`config.mk`:
```
export PLATFORM = sky130hd
export DESIGN_NAME = lru_idle_timeout_list_unit
export DESIGN_NICKNAME = d
export VERILOG_FILES = /design/src/hw/rtl/lruto_pkg.sv /design/src/hw/rtl/lruto_ram.sv /design/src/hw/rtl/lru_idle_timeout_list_unit.sv
export SDC_FILE = /design/constraint.sdc
export NUM_CORES = 2
export LEC_CHECK = 0
export BUFFER_PORTS_ARGS = -buffer_cell sky130_fd_sc_hd__buf_4
export CAP_MARGIN = 30
export CORE_MARGIN = 2
export CORE_UTILIZATION = 40
export DETAILED_ROUTE_END_ITERATION = 10
export PLACE_DENSITY_LB_ADDON = 0.1
export SLEW_MARGIN = 20
export SYNTH_ARGS = -nofsm -noshare
export SYNTH_HDL_FRONTEND = slang
export SYNTH_SLANG_ARGS = --single-unit
export TNS_END_PERCENT = 100
```
`constraint.sdc`:
```
create_clock -name clk -period 5.3 [get_ports clk]
set_input_delay 0.265 -clock clk [delete_from_list [all_inputs] [get_ports clk]]
set_output_delay 0.265 -clock clk [all_outputs]
set_load 0.02 [all_outputs]
```
`src/hw/rtl/lruto_pkg.sv`:
```
`default_nettype none
package lruto_pkg;
    localparam int DefEntries  = 64;
    localparam int DefTimeBits = 32;
    localparam int IdBits      = 6;
    localparam int OpBits      = 2;
    localparam int CfgBits     = 32;
    localparam logic [CfgBits-1:0] ExpireReset = 32'd10;

    localparam logic [OpBits-1:0] OP_REGISTER = 2'd0;
    localparam logic [OpBits-1:0] OP_TOUCH    = 2'd1;
    localparam logic [OpBits-1:0] OP_CHECK    = 2'd2;

    typedef enum logic [2:0] {
        ST_IDLE,
        ST_TOUCH_RD,
        ST_TOUCH_WR,
        ST_CHECK_RD,
        ST_CHECK_CMP,
        ST_CHECK_FIX,
        ST_OUT
    } state_t;
endpackage
`default_nettype wire

```
`src/hw/rtl/lruto_ram.sv`:
```
`default_nettype none
module lruto_ram #(
    parameter int WIDTH = 8,
    parameter int DEPTH = 64
) (
    input  wire                      clk,
    input  wire                      wr_en,
    input  wire [$clog2(DEPTH)-1:0]  wr_addr,
    input  wire [WIDTH-1:0]          wr_data,
    input  wire [$clog2(DEPTH)-1:0]  rd_addr,
    output logic [WIDTH-1:0]         rd_data
);
    logic [WIDTH-1:0] mem [DEPTH];

    // Write one entry, read one entry registered
    always_ff @(posedge clk)
    begin
        if (wr_en)
        begin
            mem[wr_addr] <= wr_data;
        end
        rd_data <= mem[rd_addr];
    end
endmodule
`default_nettype wire

```
`src/hw/rtl/lru_idle_timeout_list_unit.sv`:
```
// Idle-timeout list: ids are kept in least-recently-touched order in a doubly
// linked list held in small RAMs. A register or an unknown touch is answered
// directly; a touch of a known id reads, then patches its links. A check on
// an empty list is answered directly; one that finds a fresh head reads and
// compares it first. A check that removes expired ids walks from the head:
// each removal reads the head's stamp and link from RAM, compares the age in
// one shared subtract/compare unit, and holds the removed id until the next
// head is compared, so that the last flag is known before the result is shown.
// One result is held in an output register, also while out_stall is high; the
// block is not ready again until the last result of an item is transferred.
`default_nettype none
module lru_idle_timeout_list_unit
    import lruto_pkg::*;
#(
    parameter int ENTRIES   = DefEntries,
    parameter int TIME_BITS = DefTimeBits
) (
    input  wire                clk,
    input  wire                rst_n,
    input  wire                in_valid,
    output logic               in_stall,
    input  wire [OpBits-1:0]   operation,
    input  wire [IdBits-1:0]   entry_id,
    input  wire [31:0]         now_time,
    output logic               out_valid,
    input  wire                out_stall,
    output logic [IdBits-1:0]  expired_id,
    output logic               is_expired,
    output logic               unknown_id,
    output logic               last,
    input  wire                cfg_valid,
    output logic               cfg_ready,
    input  wire [CfgBits-1:0]  cfg_data
);
    localparam int AW = $clog2(ENTRIES);
    localparam int CW = $clog2(ENTRIES + 1);
    localparam int TW = (TIME_BITS < 32) ? TIME_BITS : 32;

    state_t state_reg, state_next;
    logic [ENTRIES-1:0] known_reg, known_next;
    logic [ENTRIES-1:0] listed_reg, listed_next;
    logic [AW-1:0] head_reg, head_next, tail_reg, tail_next;
    logic [CW-1:0] count_reg, count_next;
    logic [CfgBits-1:0] expire_reg;
    logic [AW-1:0] id_reg, id_next;
    logic [TW-1:0] now_reg, now_next;
    logic [IdBits-1:0] oid_reg, oid_next;
    logic oexp_reg, oexp_next, ounk_reg, ounk_next, olast_reg, olast_next;
    logic [AW-1:0] nxt_reg, nxt_next;

    // RAM ports
    logic st_we, nl_we, pl_we;
    logic [AW-1:0] st_wa, nl_wa, pl_wa, rd_a;
    logic [TW-1:0] st_wd, st_rd;
    logic [AW-1:0] nl_wd, pl_wd, nl_rd, pl_rd;

    lruto_ram #(.WIDTH(TW), .DEPTH(ENTRIES)) u_stamp (
        .clk(clk), .wr_en(st_we), .wr_addr(st_wa), .wr_data(st_wd),
        .rd_addr(rd_a), .rd_data(st_rd));
    lruto_ram #(.WIDTH(AW), .DEPTH(ENTRIES)) u_next (
        .clk(clk), .wr_en(nl_we), .wr_addr(nl_wa), .wr_data(nl_wd),
        .rd_addr(rd_a), .rd_data(nl_rd));
    lruto_ram #(.WIDTH(AW), .DEPTH(ENTRIES)) u_prev (
        .clk(clk), .wr_en(pl_we), .wr_addr(pl_wa), .wr_data(pl_wd),
        .rd_addr(rd_a), .rd_data(pl_rd));

    // Shared age compare
    logic [TW-1:0] age;
    logic expired_w;
    assign age = now_reg - st_rd;
    assign expired_w = {{(64-TW){1'b0}}, age} > {32'd0, expire_reg};

    assign in_stall   = (state_reg != ST_IDLE);
    assign cfg_ready  = (state_reg == ST_IDLE);
    assign out_valid  = (state_reg == ST_OUT);
    assign expired_id = oid_reg;
    assign is_expired = oexp_reg;
    assign unknown_id = ounk_reg;
    assign last       = olast_reg;

    // Hold control state
    always_ff @(posedge clk or negedge rst_n)
    begin
        if (!rst_n)
        begin
            state_reg  <= ST_IDLE;
            known_reg  <= '0;
            listed_reg <= '0;
            head_reg   <= '0;
            tail_reg   <= '0;
            count_reg  <= '0;
            expire_reg <= ExpireReset;
        end
        else
        begin
            state_reg  <= state_next;
            known_reg  <= known_next;
            listed_reg <= listed_next;
            head_reg   <= head_next;
            tail_reg   <= tail_next;
            count_reg  <= count_next;
            if (cfg_valid && cfg_ready)
            begin
                expire_reg <= cfg_data;
            end
        end
    end

    // Hold payload
    always_ff @(posedge clk)
    begin
        id_reg    <= id_next;
        now_reg   <= now_next;
        oid_reg   <= oid_next;
        oexp_reg  <= oexp_next;
        ounk_reg  <= ounk_next;
        olast_reg <= olast_next;
        nxt_reg   <= nxt_next;
    end

    // Sequence one item
    always_comb
    begin
        logic [AW-1:0] nid;
        logic in_range;
        state_next  = state_reg;
        known_next  = known_reg;
        listed_next = listed_reg;
        head_next   = head_reg;
        tail_next   = tail_reg;
        count_next  = count_reg;
        id_next     = id_reg;
        now_next    = now_reg;
        oid_next    = oid_reg;
        oexp_next   = oexp_reg;
        ounk_next   = ounk_reg;
        olast_next  = olast_reg;
        nxt_next    = nxt_reg;
        st_we = 1'b0; st_wa = id_reg; st_wd = now_reg;
        nl_we = 1'b0; nl_wa = tail_reg; nl_wd = id_reg;
        pl_we = 1'b0; pl_wa = id_reg; pl_wd = tail_reg;
        rd_a  = id_reg;
        nid      = entry_id[AW-1:0];
        in_range = ({26'd0, entry_id} < ENTRIES);

        unique case (state_reg)
            ST_IDLE:
            begin
                rd_a = nid;
                if (in_valid)
                begin
                    id_next    = nid;
                    now_next   = now_time[TW-1:0];
                    oid_next   = '0;
                    oexp_next  = 1'b0;
                    ounk_next  = 1'b0;
                    olast_next = 1'b1;
                    state_next = ST_OUT;
                    if (operation == OP_REGISTER)
                    begin
                        if (in_range)
                        begin
                            known_next[nid] = 1'b1;
                        end
                    end
                    else if (operation == OP_TOUCH)
                    begin
                        if (!in_range || !known_reg[nid])
                        begin
                            ounk_next = 1'b1;
                        end
                        else
                        begin
                            state_next = ST_TOUCH_RD;
                        end
                    end
                    else if (operation == OP_CHECK)
                    begin
                        if (count_reg != '0)
                        begin
                            state_next = ST_CHECK_RD;
                        end
                    end
                end
            end
            ST_TOUCH_RD:
            begin
                // Links of id are on the RAM outputs; unlink it
                if (listed_reg[id_reg])
                begin
                    if (count_reg <= 1)
                    begin
                        count_next = '0;
                    end
                    else
                    begin
                        if (id_reg == head_reg)
                        begin
                            head_next = nl_rd;
                        end
                        else
                        begin
                            nl_we = 1'b1; nl_wa = pl_rd; nl_wd = nl_rd;
                        end
                        if (id_reg == tail_reg)
                        begin
                            tail_next = pl_rd;
                        end
                        else
                        begin
                            pl_we = 1'b1; pl_wa = nl_rd; pl_wd = pl_rd;
                        end
                        count_next = count_reg - 1'b1;
                    end
                end
                state_next = ST_TOUCH_WR;
            end
            ST_TOUCH_WR:
            begin
                // Append at tail and stamp
                if (count_reg == '0)
                begin
                    head_next = id_reg;
                end
                else
                begin
                    nl_we = 1'b1; nl_wa = tail_reg; nl_wd = id_reg;
                    pl_we = 1'b1; pl_wa = id_reg; pl_wd = tail_reg;
                end
                st_we = 1'b1;
                tail_next = id_reg;
                count_next = count_reg + 1'b1;
                listed_next[id_reg] = 1'b1;
                state_next = ST_OUT;
            end
            ST_CHECK_RD:
            begin
                rd_a = head_reg;
                state_next = ST_CHECK_CMP;
            end
            ST_CHECK_CMP:
            begin
                if (count_reg != '0 && expired_w)
                begin
                    // Head expires: show a held removal first, with last low
                    nxt_next = nl_rd;
                    if (oexp_reg)
                    begin
                        olast_next = 1'b0;
                        state_next = ST_OUT;
                    end
                    else
                    begin
                        state_next = ST_CHECK_FIX;
                    end
                end
                else
                begin
                    // Fresh head or empty list ends the walk
                    olast_next = 1'b1;
                    state_next = ST_OUT;
                end
            end
            ST_CHECK_FIX:
            begin
                // Unlink the head and hold it as the next result
                listed_next[head_reg] = 1'b0;
                oid_next  = IdBits'(head_reg);
                oexp_next = 1'b1;
                if (count_reg <= 1)
                begin
                    count_next = '0;
                    head_next  = '0;
                    tail_next  = '0;
                end
                else
                begin
                    head_next  = nxt_reg;
                    count_next = count_reg - 1'b1;
                end
                state_next = ST_CHECK_RD;
            end
            ST_OUT:
            begin
                rd_a = head_reg;
                if (!out_stall)
                begin
                    if (olast_reg)
                    begin
                        state_next = ST_IDLE;
                    end
                    else
                    begin
                        state_next = ST_CHECK_FIX;
                    end
                end
            end
            default:
            begin
                state_next = ST_IDLE;
            end
        endcase
    end
endmodule
`default_nettype wire

```
==> summary.md <==
| Metric | Value |
|---|---|
| Worst hold path class | input pin to flop |
| Chip Width | 560.7 um |
| Mapped Nets | 7790 |
| RR Startpoint | now_reg[1] |
| Routed Antenna Nets | 0 |
| Gr usage total | 0.2763 |
| CP Launch Type | flop |
| Reg with most FFs | u_stamp.mem |
| Post-synth EDFFs | 2869 |
| Initial antenna violation count | 49 |
| # rows | 204 |
| Mapped cell area | 124000 um2 |
| Layout cell share with drive strength beyond 1 | 0.1944 |
| Vias per cell | 6.014 |
| Most frequent cell after synthesis | edfxtp_1 |
| Iteration-0 DRC Markers | 10550 |
| Min Clock Period, post-route | 5.090 ns |
| Endpoints failing setup | 0 |
| Gr ovfl total | 0 |
| Slew margin rel. | 0.2333 |
| Pre-antenna DRT Iters | 6 |
| FF-to-FF setup slack | 0.21 ns |
| Pre-CTS setup slack | -0.2156 ns |
| Largest stage delay, worst path | 0.47 ns |
| Worst Tran Pin Value | 1.150 ns |
| Net Sw Frac | 0.3997 |
| Setup TNS | 0 ns |
| Initial Utilization | 0.4018 |
| Die height | 560.7 um |
| Post-synth top area share | 0.6949 |
| Post-DR wirelength/cell | 35.05 um |
| Flops & latches, synth | 3095 |
| Post-Syn Area per Cell | 16.22 um2 |
| Post-CTS Setup Inserts | 0 |
| Setup Skew | 0.04189 ns |
| Max cap viols | 0 |
| PwrDens | 638.0 nW/um2 |
| Clock Path Buffers | 4 |
| Mapped Cells | 7646 |
| Sequential area share after synthesis | 0.7387 |
| DP HPWL | 276.1 mm |
| Nets@finish | 8326 |
| Top flop regs | u_stamp.mem: 2048 flops, u_next.mem: 384 flops, u_prev.mem: 384 flops |
| Critical Path End | nxt_reg[5] |
| Sink Count | 3095 |
| Fmax | 196.5 MHz |
| Clock root buffer | clkbuf_16 |
| Max reg flops | 2048 |
| Fin Hold WS | 0.09356 ns |
| Clock power share | 0.254 |
| Final worst path period share | 0.9604 |
| Global-route wire length before repair | 604.3 mm |
| CP max stage cell | or3_4 |
| Reg-to-reg endpoint | nxt_reg[5] |
| Via count | 75810 |
| Final slew viol count | 0 |
| YS warnings | 0 |
| Worst path bufs/invs | 4 |
| Crit path top cell by count | buf_4 |
| CTS tree | done |
| Vias in the first global route | 72580 |
| Peak VDD IR | 0.4828 mV |
| Final Hold Viols | 0 |
| WS Path Type | flop to flop |
| Post-synth top area cell | edfxtp_1 |
| Family with the most delay on the worst path | simple AND/OR/NAND/NOR gates |
| Reg power frac | 0.316 |
| Leakage | 0.04808 uW |
| CP endpoint kind | flop |
| PortBufs | 88 |
| Area growth syn-to-layout | 16.75% |
| DRC Markers | 0 |
| Synth cell count leaders | edfxtp_1 (2869), nand2_1 (1207), mux4_2 (440), nand3_1 (433), a21oi_1 (228) |
| CTS H-tree lvls | 5 |
| P_int | 55430 uW |
| Asr flop ratio synth | 0.05880 |
| Largest net degree at the start of global routing | 151 |
| Clock insertion delay at the later pin of the skew report | 0.93 ns |
| Core footprint | 308600 um2 |
| Worst path depth | 20 |
| IO Count | 89 |
| Critical Path Fanout Max | 6 |
| Req. time, crit path | 5.92 ns |
| Comb power frac | 0.430 |
| Worst Slack Setup Final | 0.2100 ns |
| Die area | 314400 um2 |
| Net Switching | 36910 uW |
| Distinct cells, synth | 91 |
| Crit path launch | now_reg[1] |
| Top post-synthesis cells by area | edfxtp_1 (69%), mux4_2 (8.0%), nand2_1 (3.7%) |
| Clock slew seen by the registers of the worst setup and hold paths | 0.06 ns |
| Number of cells on the worst reg-to-reg path | 20 |
| Routability cong. | 0.8919 |
| Critical Path AT | 5.71 ns |
| Total clock buffers created by CTS | 339 |
| Final Routed Wirelength | 441.8 mm |
| Status | finished clean |
| Worst-path cell chain | ha_1, nor2b_1, o31a_1, o21ai_2, nor3_2, o21ai_0, buf_4, a21boi_0, or2_2, a311o_1, ha_1, nand4_1, or3_1, o22ai_1, buf_4, a211oi_1, buf_4, and2_1, or3_4, inv_2 |
| Post-synth top flop | edfxtp_1 |
[metrics by stage]
stage	power (uW)	utilization	std cells	cell area, um2
finish	92350	0.4691	12610	144800
floorplan	51740	-	7646	124000
global placement	68920	0.4296	11860	132600
global route	95610	0.4689	12580	144700
detailed placement	69000	0.4307	11880	132900
CTS	92460	0.4686	12580	144600
[final cells by class]
| cell class | instances | area [um2] |
|---|---|---|
| Tap cell | 4120 | 5155 |
| Clock buffer | 449 | 9218 |
| Inverter | 105 | 394.1 |
| Antenna cell | 23 | 57.56 |
| Sequential cell | 3095 | 91590 |
| Clock inverter | 172 | 1658 |
| Multi-Input combinational cell | 4003 | 30710 |
| Fill cell | 26570 | 163800 |
| Timing Repair Buffer | 638 | 5973 |
[kinds of logic after synthesis]
logic type	synth area share
flip-flops	0.7387
AND/OR/NAND/NOR	0.07743
AO/OA/AOI/OAI	0.05492
multiplexers	0.09927
buffers and inverters	0.02033
adder cells (fa/ha/maj)	0.006822
XOR/XNOR	0.002472
[layout by cell type, fill, tap and decap left out, types with 102 or more instances in the layout]
master | netlist | layout
edfxtp_1 | 2869 | 2869
clkbuf_16 | 0 | 348
mux2i_1 | 207 | 207
a21oi_1 | 228 | 227
nand2_1 | 1207 | 1204
nand3_1 | 433 | 428
o22ai_1 | 102 | 102
o21ai_0 | 218 | 211
dfrtp_1 | 180 | 180
a31oi_1 | 106 | 106
nor2_1 | 226 | 147
mux4_2 | 440 | 440
buf_4 | 33 | 479
[per-layer routing]
metal | GRT usage | share of wire | wire length [um]
met5 | 0 | 0.00017 | 76
met4 | 0.08597 | 0.033 | 14640
met3 | 0.04687 | 0.089 | 39250
met2 | 0.4212 | 0.45 | 199400
met1 | 0.4050 | 0.43 | 188400
[tightest hold or removal path, stage by stage]
cell,delay (ns)
dlygate4sd3_1,0.52
buf_4,0.10
nand2_1,0.04
o21ai_0,0.06
[worst min-delay path by stage]
stage                            start              to  slack [ns]  cells past startpoint
after floorplan                  rst_n    count_reg[0]       -0.03                      0
after global placement           rst_n   expire_reg[0]        0.22                      1
after detailed placement         rst_n   expire_reg[0]        0.22                      1
after CTS                  cfg_data[7]   expire_reg[7]        0.03                      4
after global routing      cfg_data[21]  expire_reg[21]        0.10                      4
final                     cfg_data[12]  expire_reg[12]        0.09                      4
[timing repair]
item	CTS	global route
endpoints found under the hold margin	318	0
setup endpoints to repair	9	10
pin swaps	0	1
gates resized for setup	4	11
hold buffers	80	0
[power by group through the flow]
stage / clock (uW) / sequential [uW] / combinational [uW]
final: 23500 / 29200 / 39700
after global routing: 24700 / 29200 / 41700
after floorplan: 0 / 29300 / 22400
after global placement: 0 / 29600 / 39300
after CTS: 23800 / 29100 / 39600
after detailed placement: 0 / 29600 / 39400
Power figures use the tool's default switching activity.
